$ cat config.mk
export PLATFORM = sky130hd
export DESIGN_NAME = segment_obstacle_collision_check_flat
export DESIGN_NICKNAME = d
export VERILOG_FILES = /design/src/sv/socc_pkg.sv /design/src/sv/socc_if.sv /design/src/sv/segment_obstacle_collision_check.sv /design/src/flat_wrapper.sv
export VERILOG_INCLUDE_DIRS = /design/src /design/src/sv
export SDC_FILE = /design/constraint.sdc
export NUM_CORES = 2
export LEC_CHECK = 0
export ABC_AREA = 1
export BUFFER_PORTS_ARGS = -buffer_cell sky130_fd_sc_hd__buf_2
export CAP_MARGIN = 10
export CORE_AREA = 2 2 723 725
export DETAILED_ROUTE_END_ITERATION = 10
export DIE_AREA = 0 0 725 727
export SLEW_MARGIN = 20
export SYNTH_ARGS = -nofsm -noshare
export SYNTH_HDL_FRONTEND = slang
export SYNTH_SLANG_ARGS = --single-unit
export TNS_END_PERCENT = 10
$ cat constraint.sdc
create_clock -name i_clk -period 8.44 [get_ports i_clk]
set_input_delay 2.11 -clock i_clk [delete_from_list [all_inputs] [get_ports i_clk]]
set_output_delay 2.11 -clock i_clk [all_outputs]
set_load 0.02 [all_outputs]
$ cat src/sv/assert_macros.svh
// ----------------------------------------------------------------------------
// Assertion macros
// Shared concurrent assertion wrappers; define ASSERT_OFF to compile them out.
// ----------------------------------------------------------------------------
`ifndef ASSERT_MACROS_SVH
`define ASSERT_MACROS_SVH

`ifndef ASSERT_OFF

// Property must hold at every enabled clock edge
`define ASSERT_HOLDS(lbl, clk, rst_n, prop, msg) \
    lbl: assert property (@(posedge clk) disable iff (!rst_n) (prop)) else $error(msg);

// Same-cycle implication
`define ASSERT_IMPL(lbl, clk, rst_n, ante, cons, msg) \
    lbl: assert property (@(posedge clk) disable iff (!rst_n) (ante) |-> (cons)) \
        else $error(msg);

// Next-cycle implication
`define ASSERT_NEXT(lbl, clk, rst_n, ante, cons, msg) \
    lbl: assert property (@(posedge clk) disable iff (!rst_n) (ante) |=> (cons)) \
        else $error(msg);

`else

`define ASSERT_HOLDS(lbl, clk, rst_n, prop, msg)
`define ASSERT_IMPL(lbl, clk, rst_n, ante, cons, msg)
`define ASSERT_NEXT(lbl, clk, rst_n, ante, cons, msg)

`endif

`endif

$ cat src/sv/socc_pkg.sv
// ----------------------------------------------------------------------------
// socc_pkg
// Sizes, field types and codes for the segment obstacle collision check.
// ----------------------------------------------------------------------------
package socc_pkg;

    // Table depth and coordinate precision
    localparam int MAX_OBSTACLES = 64;
    localparam int COORD_BITS    = 16;

    // Fixed port field widths
    localparam int FIELD_W  = 16;
    localparam int SLOT_W   = 6;
    localparam int ACTIVE_W = 7;

    // Derived widths
    localparam int IDX_W   = (MAX_OBSTACLES > 1) ? $clog2(MAX_OBSTACLES) : 1;
    localparam int CNT_W   = $clog2(MAX_OBSTACLES + 1);
    localparam int DIFF_W  = COORD_BITS + 1;
    localparam int PROD_W  = 2 * DIFF_W;

    typedef logic signed [FIELD_W-1:0]    t_field;
    typedef logic        [SLOT_W-1:0]     t_slot;
    typedef logic        [ACTIVE_W-1:0]   t_active;
    typedef logic signed [COORD_BITS-1:0] t_coord;
    typedef logic signed [DIFF_W-1:0]     t_diff;
    typedef logic signed [PROD_W-1:0]     t_prod;

    typedef enum logic {
        REQ_LOAD  = 1'b0,
        REQ_QUERY = 1'b1
    } t_req_type;

    typedef enum logic [1:0] {
        ST_LOAD  = 2'd0,
        ST_CLEAR = 2'd1,
        ST_HIT   = 2'd2
    } t_status;

    typedef struct packed {
        t_coord x;
        t_coord y;
    } t_point;

    typedef struct packed {
        t_point p1;
        t_point p2;
    } t_segment;

endpackage

$ cat src/sv/socc_if.sv
// ----------------------------------------------------------------------------
// socc channel interfaces
// Request, response and configuration channels with valid/ready transfer.
// ----------------------------------------------------------------------------

// Request channel: obstacle load or edge query
interface socc_req_if;
    import socc_pkg::*;

    logic      valid;
    logic      ready;
    t_req_type req_type;
    t_slot     slot;
    t_field    first_x;
    t_field    first_y;
    t_field    second_x;
    t_field    second_y;

    modport source (
        output valid, req_type, slot, first_x, first_y, second_x, second_y,
        input  ready
    );
    modport sink (
        input  valid, req_type, slot, first_x, first_y, second_x, second_y,
        output ready
    );
endinterface

// Response channel: one result per request
interface socc_rsp_if;
    import socc_pkg::*;

    logic    valid;
    logic    ready;
    t_status status;
    t_slot   hit_slot;

    modport source (output valid, status, hit_slot, input ready);
    modport sink   (input valid, status, hit_slot, output ready);
endinterface

// Configuration write channel: active obstacle count
interface socc_cfg_if;
    import socc_pkg::*;

    logic    valid;
    logic    ready;
    t_active data;

    modport source (output valid, data, input ready);
    modport sink   (input valid, data, output ready);
endinterface

$ cat src/sv/segment_obstacle_collision_check.sv
// ----------------------------------------------------------------------------
// segment_obstacle_collision_check
// Obstacle segment table with a strict-crossing test for candidate edges.
// ----------------------------------------------------------------------------
// A load request writes one obstacle into the 64-entry table; its result
// (status load) passes through the finish state to the output register. A
// query tests the edge against slots 0 to active_obstacles-1 (saturated to
// the table depth) and stops at the first strict crossing. Each obstacle
// takes one table read plus nine steps of the single shared 17x17
// multiplier and comparator that compute the four orientation signs. The
// request side is ready only between items; a finished result waits in the
// output register while the next request is taken and processed. Touching
// and collinear cases count as clear.
// ----------------------------------------------------------------------------
`include "assert_macros.svh"

module segment_obstacle_collision_check (
    input  logic      i_clk,
    input  logic      i_rst_n,
    socc_req_if.sink  i_req,
    socc_rsp_if.source o_rsp,
    socc_cfg_if.sink  i_cfg
);
    import socc_pkg::*;

    localparam int STEP_W = 4;
    typedef logic [STEP_W-1:0] t_step;
    localparam t_step LAST_STEP = t_step'(8);

    typedef enum logic [3:0] {
        S_IDLE   = 4'b0001,
        S_READ   = 4'b0010,
        S_ORIENT = 4'b0100,
        S_FINISH = 4'b1000
    } t_state;

    t_state               r_state, n_state;
    t_active              r_active;
    logic [CNT_W-1:0]     r_count;
    logic [CNT_W-1:0]     r_idx;
    t_step                r_step;
    t_segment             r_edge;
    t_segment             r_entry;
    t_segment             r_obst_mem [MAX_OBSTACLES];
    t_prod                r_prod;
    t_prod                r_pa;
    logic [2:0]           r_pos;
    logic [2:0]           r_neg;
    t_status              r_res_status;
    t_slot                r_res_slot;
    logic                 r_out_valid;
    t_status              r_out_status;
    t_slot                r_out_slot;

    logic                 in_fire;
    logic                 is_load;
    logic                 out_free;
    logic [CNT_W-1:0]     cnt_sat;
    logic [1:0]           orient_sel;
    t_point               pt_i, pt_j, pt_k;
    t_diff                mul_a, mul_b;
    t_prod                prod;
    logic                 gt, lt;
    logic                 cut;
    logic                 last_obst;
    logic                 step_last;

    // Handshake
    assign i_req.ready = (r_state == S_IDLE);
    assign i_cfg.ready = 1'b1;
    assign in_fire     = i_req.valid && i_req.ready;
    assign is_load     = (i_req.req_type == REQ_LOAD);
    assign out_free    = !r_out_valid || o_rsp.ready;

    assign o_rsp.valid    = r_out_valid;
    assign o_rsp.status   = r_out_status;
    assign o_rsp.hit_slot = r_out_slot;

    // Active count saturated to the table depth
    always_comb begin
        if (32'(r_active) > MAX_OBSTACLES) begin
            cnt_sat = CNT_W'(MAX_OBSTACLES);
        end else begin
            cnt_sat = CNT_W'(r_active);
        end
    end

    // Operand select for the shared multiplier: orientation r_step[2:1],
    // first or second cross term by r_step[0]
    assign orient_sel = r_step[2:1];

    always_comb begin
        case (orient_sel)
            2'd0: begin
                pt_i = r_entry.p1; pt_j = r_entry.p2; pt_k = r_edge.p1;
            end
            2'd1: begin
                pt_i = r_entry.p1; pt_j = r_entry.p2; pt_k = r_edge.p2;
            end
            2'd2: begin
                pt_i = r_edge.p1;  pt_j = r_edge.p2;  pt_k = r_entry.p1;
            end
            default: begin
                pt_i = r_edge.p1;  pt_j = r_edge.p2;  pt_k = r_entry.p2;
            end
        endcase
    end

    always_comb begin
        if (!r_step[0]) begin
            mul_a = t_diff'(pt_k.x) - t_diff'(pt_i.x);
            mul_b = t_diff'(pt_j.y) - t_diff'(pt_i.y);
        end else begin
            mul_a = t_diff'(pt_j.x) - t_diff'(pt_i.x);
            mul_b = t_diff'(pt_k.y) - t_diff'(pt_i.y);
        end
    end

    assign prod = mul_a * mul_b;

    // Orientation sign from the registered cross-term pair
    assign gt = (r_pa > r_prod);
    assign lt = (r_pa < r_prod);

    // Strict straddle both ways; fourth sign comes straight from the compare
    assign cut = ((r_pos[0] && r_neg[1]) || (r_neg[0] && r_pos[1]))
              && ((r_pos[2] && lt) || (r_neg[2] && gt));

    assign step_last = (r_step == LAST_STEP);
    assign last_obst = (CNT_W'(r_idx + 1'b1) == r_count);

    // Sequencer
    always_comb begin
        n_state = r_state;
        case (r_state)
            S_IDLE: begin
                if (in_fire) begin
                    if (is_load || (cnt_sat == '0)) begin
                        n_state = S_FINISH;
                    end else begin
                        n_state = S_READ;
                    end
                end
            end
            S_READ: begin
                n_state = S_ORIENT;
            end
            S_ORIENT: begin
                if (step_last) begin
                    if (cut || last_obst) begin
                        n_state = S_FINISH;
                    end else begin
                        n_state = S_READ;
                    end
                end
            end
            S_FINISH: begin
                if (out_free) begin
                    n_state = S_IDLE;
                end
            end
            default: begin
                n_state = S_IDLE;
            end
        endcase
    end

    // Control registers
    always_ff @(posedge i_clk) begin
        if (!i_rst_n) begin
            r_state     <= S_IDLE;
            r_active    <= '0;
            r_out_valid <= 1'b0;
            r_step      <= '0;
            r_idx       <= '0;
        end else begin
            r_state <= n_state;

            if (i_cfg.valid && i_cfg.ready) begin
                r_active <= i_cfg.data;
            end

            if ((r_state == S_FINISH) && out_free) begin
                r_out_valid <= 1'b1;
            end else if (o_rsp.ready) begin
                r_out_valid <= 1'b0;
            end

            // Obstacle and step counters
            if (in_fire) begin
                r_idx <= '0;
            end else if ((r_state == S_ORIENT) && step_last && !cut && !last_obst) begin
                r_idx <= r_idx + 1'b1;
            end

            if (r_state == S_READ) begin
                r_step <= '0;
            end else if ((r_state == S_ORIENT) && !step_last) begin
                r_step <= r_step + 1'b1;
            end
        end
    end

    // Datapath registers
    always_ff @(posedge i_clk) begin
        if (in_fire) begin
            r_edge.p1.x  <= t_coord'(i_req.first_x);
            r_edge.p1.y  <= t_coord'(i_req.first_y);
            r_edge.p2.x  <= t_coord'(i_req.second_x);
            r_edge.p2.y  <= t_coord'(i_req.second_y);
            r_count      <= cnt_sat;
            r_res_slot   <= '0;
            r_res_status <= is_load ? ST_LOAD : ST_CLEAR;
        end

        if ((r_state == S_ORIENT) && !step_last) begin
            r_prod <= prod;
            if (r_step[0]) begin
                r_pa <= r_prod;
            end
            if (!r_step[0] && (r_step != '0)) begin
                r_pos[orient_sel - 2'd1] <= gt;
                r_neg[orient_sel - 2'd1] <= lt;
            end
        end

        if ((r_state == S_ORIENT) && step_last && cut) begin
            r_res_status <= ST_HIT;
            r_res_slot   <= SLOT_W'(r_idx);
        end

        if ((r_state == S_FINISH) && out_free) begin
            r_out_status <= r_res_status;
            r_out_slot   <= r_res_slot;
        end
    end

    // Obstacle table: one write port, one registered read port
    always_ff @(posedge i_clk) begin
        if (in_fire && is_load && (32'(i_req.slot) < MAX_OBSTACLES)) begin
            r_obst_mem[IDX_W'(i_req.slot)] <= {
                t_coord'(i_req.first_x), t_coord'(i_req.first_y),
                t_coord'(i_req.second_x), t_coord'(i_req.second_y)
            };
        end
        r_entry <= r_obst_mem[r_idx[IDX_W-1:0]];
    end

    // Checks
    `ASSERT_IMPL(a_idx_in_range, i_clk, i_rst_n, r_state == S_ORIENT, r_idx < r_count, "obstacle index past active count")
    `ASSERT_IMPL(a_step_bound, i_clk, i_rst_n, r_state == S_ORIENT, r_step <= LAST_STEP, "orientation step overrun")
    `ASSERT_NEXT(a_load_finish, i_clk, i_rst_n, in_fire && is_load, r_state == S_FINISH, "load did not finish in one cycle")
    `ASSERT_IMPL(a_clear_slot_zero, i_clk, i_rst_n, o_rsp.valid && (o_rsp.status != ST_HIT), o_rsp.hit_slot == '0, "nonzero slot on a non-hit result")

endmodule

$ cat src/flat_wrapper.sv
// flat-port wrapper written by rule: the top's interface ports become plain ports
module segment_obstacle_collision_check_flat import socc_pkg::*;
  (i_clk, i_rst_n, i_req_valid, i_req_req_type, i_req_slot, i_req_first_x, i_req_first_y, i_req_second_x, i_req_second_y, i_req_ready, o_rsp_valid, o_rsp_status, o_rsp_hit_slot, o_rsp_ready, i_cfg_valid, i_cfg_data, i_cfg_ready);
  socc_req_if i_req_i ();
  socc_rsp_if o_rsp_i ();
  socc_cfg_if i_cfg_i ();
  input  logic i_clk;
  input  logic i_rst_n;
  input wire logic [$bits(i_req_i.valid)-1:0] i_req_valid;
  input wire logic [$bits(i_req_i.req_type)-1:0] i_req_req_type;
  input wire logic [$bits(i_req_i.slot)-1:0] i_req_slot;
  input wire logic [$bits(i_req_i.first_x)-1:0] i_req_first_x;
  input wire logic [$bits(i_req_i.first_y)-1:0] i_req_first_y;
  input wire logic [$bits(i_req_i.second_x)-1:0] i_req_second_x;
  input wire logic [$bits(i_req_i.second_y)-1:0] i_req_second_y;
  output wire logic [$bits(i_req_i.ready)-1:0] i_req_ready;
  output wire logic [$bits(o_rsp_i.valid)-1:0] o_rsp_valid;
  output wire logic [$bits(o_rsp_i.status)-1:0] o_rsp_status;
  output wire logic [$bits(o_rsp_i.hit_slot)-1:0] o_rsp_hit_slot;
  input wire logic [$bits(o_rsp_i.ready)-1:0] o_rsp_ready;
  input wire logic [$bits(i_cfg_i.valid)-1:0] i_cfg_valid;
  input wire logic [$bits(i_cfg_i.data)-1:0] i_cfg_data;
  output wire logic [$bits(i_cfg_i.ready)-1:0] i_cfg_ready;
  assign i_req_i.valid = i_req_valid;
  assign i_req_i.req_type = i_req_req_type;
  assign i_req_i.slot = i_req_slot;
  assign i_req_i.first_x = i_req_first_x;
  assign i_req_i.first_y = i_req_first_y;
  assign i_req_i.second_x = i_req_second_x;
  assign i_req_i.second_y = i_req_second_y;
  assign i_req_ready = i_req_i.ready;
  assign o_rsp_valid = o_rsp_i.valid;
  assign o_rsp_status = o_rsp_i.status;
  assign o_rsp_hit_slot = o_rsp_i.hit_slot;
  assign o_rsp_i.ready = o_rsp_ready;
  assign i_cfg_i.valid = i_cfg_valid;
  assign i_cfg_i.data = i_cfg_data;
  assign i_cfg_ready = i_cfg_i.ready;
  segment_obstacle_collision_check u_core (.i_clk(i_clk), .i_rst_n(i_rst_n), .i_req(i_req_i), .o_rsp(o_rsp_i), .i_cfg(i_cfg_i));
endmodule
==> flow_summary.json <==
{
  "setup_tns_ps": 0,
  "cts_tree": "done",
  "intPower_mw": 47.2,
  "finalHoldViolations": 0,
  "period_needed_ps": 8270,
  "final_antenna_net_count": 0,
  "clock-sinks": 4344,
  "netSwitchingFraction": 0.315,
  "worst_pin_slew_ps": 1210,
  "cpMaxStageDelayCell": "fa_1",
  "power_frac_clock": 0.278,
  "initial_core_util": 0.349,
  "synth_edf_count": 4255,
  "cts_buffers": 441,
  "portBuffers": 92,
  "slowest_delay_ps": 580,
  "max_freq_mhz": 121,
  "netlist_area_um2": 181000,
  "vias": 123000,
  "coreArea_um2": 519000,
  "r2r_end": "u_core.r_prod[33]",
  "rr_worst_depth": 43,
  "criticalPathCategory": "flip-flop to flip-flop",
  "drive_gt1_frac": 0.104,
  "place.gp.congestion": 0.893,
  "grt_pass1_vias": 114000,
  "power_mw": 68.9,
  "max_cap_violations": 0,
  "rsz0062_at_grt": "yes",
  "synth_nets": 14700,
  "ys.flop_type": "edfxtp_1",
  "crit_fanout": 9,
  "ff2ff_setup_slack_ps": 170,
  "rows": 265,
  "seq_area_frac_synth": 0.716,
  "cp_data_arrival_time_ps": 8960,
  "num_io_pins": 94,
  "avgSynthCellArea_um2": 12.8,
  "viasPerCell": 5.68,
  "status": "complete, no violations",
  "p_sw_mw": 21.7,
  "setup_violations": 0,
  "syn-instance-count": 14100,
  "root_buffer": "clkbuf_16",
  "die_h_um": 727,
  "wl_met3_um": 67700,
  "layout_commonest_cell": "edfxtp_1",
  "seq_power_share": 0.362,
  "holdCritStartpoint": "u_core.r_res_slot[1]",
  "cp_num_buf_inv": 11,
  "clk_latency_ps": 1050,
  "clk_pin_slew_ps": 70,
  "crit_family": "adder cells",
  "timing.hold.ws_ps": 421,
  "whs_endpoint": "u_core.o_rsp.hit_slot[1]",
  "grt_pass1_wl_um": 848000,
  "ys_seq_elements": 4344,
  "fin_area_um2": 207000,
  "grt_overflow": 0,
  "clock_path_buffers": 4,
  "ys_async_sr_fraction": 0,
  "crit_path_end_kind": "flip-flop",
  "synth_cell_type_count": 63,
  "wirelength_um": 606000,
  "critPathLaunchType": "flip-flop",
  "r2r_start": "u_core.r_step[2]",
  "grt_max_degree": 194,
  "dieArea_um2": 527000,
  "wire_per_inst_um": 28.0,
  "cts_htree_levels": 5,
  "fin_crit_sh": 0.980,
  "leakage_nw": 69.3,
  "ir_drop_mv": 1.58,
  "met2_length_um": 270000,
  "top_layer": "met5",
  "placed_cell_area_um2": 192000,
  "max_slew_margin": 0.191,
  "yosys_warnings": 0,
  "final_cell_mix": "edfxtp_1 (4255), nor2_1 (2965), o21ai_0 (2499)",
  "holdPathStages": 0,
  "comb_power_share": 0.360,
  "worstHoldPathType": "flip-flop to flip-flop",
  "power_density_nw_per_um2": 332,
  "antenna_found_initial": 70,
  "fp.dieW_um": 725,
  "drc": 0,
  "grtUsageTotal": 0.220,
  "drt-met1-wl_um": 241000,
  "hpwl_um": 336000,
  "drt_first_pass_iters": 8,
  "drt_iter0_drc": 19600,
  "nets": 14800,
  "finalClockSkew_ps": 122,
  "slew_viol_final": 0,
  "area_growth_pct": 14.6,
  "cp.required_ps": 9130,
  "postLayoutCoreUtil": 0.399
}
==> per-stage QoR <==
step           setup slack (ps)  cells
6_report                    165  21700
5_1_grt                    -209  21600
4_1_cts                    8.74  21600
3_5_place_dp               -123  20800
3_3_place_gp               -162  20800
2_1_floorplan               131  14100
==> power by group through the flow <==
stage | registers (mW) | clock network [mW] | logic (mW)
3_5_place_dp | 25.4 | 0 | 22.9
3_3_place_gp | 25.4 | 0 | 22.9
2_1_floorplan | 25.4 | 0 | 14.0
5_1_grt | 25.0 | 20.1 | 27.7
6_report | 25.0 | 19.2 | 24.8
4_1_cts | 25.0 | 19.3 | 23.0
==> layer usage <==
layer / up-vias / GRT usage
li1: 52300 / -
met1: 62100 / 0.309
met2: 7524 / 0.339
met3: 1211 / 0.0388
met4: 12 / 0.0903
met5: - / 0
==> logic make-up after synthesis <==
logic type,count (synthesis),synth area share
other cells,1,0.0000207
xor+xnor,70,0.00347
simple gates,3522,0.0740
buf+inv,1443,0.0319
compound gates,4284,0.131
fa+ha+maj,452,0.0436
flops,4344,0.716
mux,9,0.000498
==> layout make-up <==
class	instances	area, um2
inverters	487	1900
multi-input cells	8338	46600
clock buffers	565	11800
fillers	48300	312000
clock inverters	262	2290
repair inverters	1	7.51
repair buffers	677	6380
diodes	44	110
well taps	6942	8690
flip-flops and latches	4344	130000
==> how the worst max path moves through the flow <==
| stage | startpoint | end | cells past startpoint |
|---|---|---|---|
| 2_1_floorplan | u_core.r_step[2] | u_core.r_prod[33] | 38 |
| 3_3_place_gp | u_core.r_step[1] | u_core.r_prod[33] | 42 |
| 3_5_place_dp | u_core.r_step[1] | u_core.r_prod[33] | 43 |
| 4_1_cts | u_core.r_step[1] | u_core.r_prod[33] | 42 |
| 5_1_grt | u_core.r_step[2] | u_core.r_prod[33] | 43 |
| 6_report | u_core.r_step[2] | u_core.r_prod[33] | 43 |
==> cell usage after synthesis, types with 12 or more instances <==
| cell type | n | area (um2) |
|---|---|---|
| o22ai_1 | 1284 | 8030 |
| nand2_1 | 390 | 1460 |
| nand2_2 | 12 | 75.1 |
| inv_1 | 468 | 1760 |
| buf_1 | 26 | 97.6 |
| nand3_1 | 38 | 190 |
| ha_1 | 153 | 1910 |
| fa_1 | 299 | 5990 |
| buf_4 | 16 | 120 |
| a32oi_1 | 16 | 140 |
| buf_2 | 212 | 1060 |
| o32ai_1 | 70 | 613 |
| nor2_1 | 3041 | 11400 |
| o21ai_1 | 203 | 1020 |
| xnor2_1 | 26 | 228 |
| xor2_1 | 42 | 368 |
| clkbuf_1 | 698 | 2620 |
| edfxtp_1 | 4255 | 128000 |
| o21ai_0 | 2502 | 12500 |
| dfxtp_1 | 89 | 1780 |
| a221oi_1 | 17 | 149 |
| a21oi_1 | 125 | 626 |
==> timing repair <==
item / CTS / global route
setup buffers: 0 / 32
resized for setup: 6 / 98
pin swaps: 0 / 53
hold buffers: 0 / 0
endpoints found under the setup margin: 3 / 15
gates cloned: 0 / 2
==> state kept, by name, indices dropped and copies added, names as in the netlist, 6 cells and up <==
signal                 flops
u_core.o_rsp.hit_slot      6
u_core.r_active            7
u_core.r_count             7
u_core.r_edge             64
u_core.r_entry            64
u_core.r_idx               7
u_core.r_obst_mem       4096
u_core.r_pa               34
u_core.r_prod             34
u_core.r_res_slot          6
(Power assumes the default switching activity.)
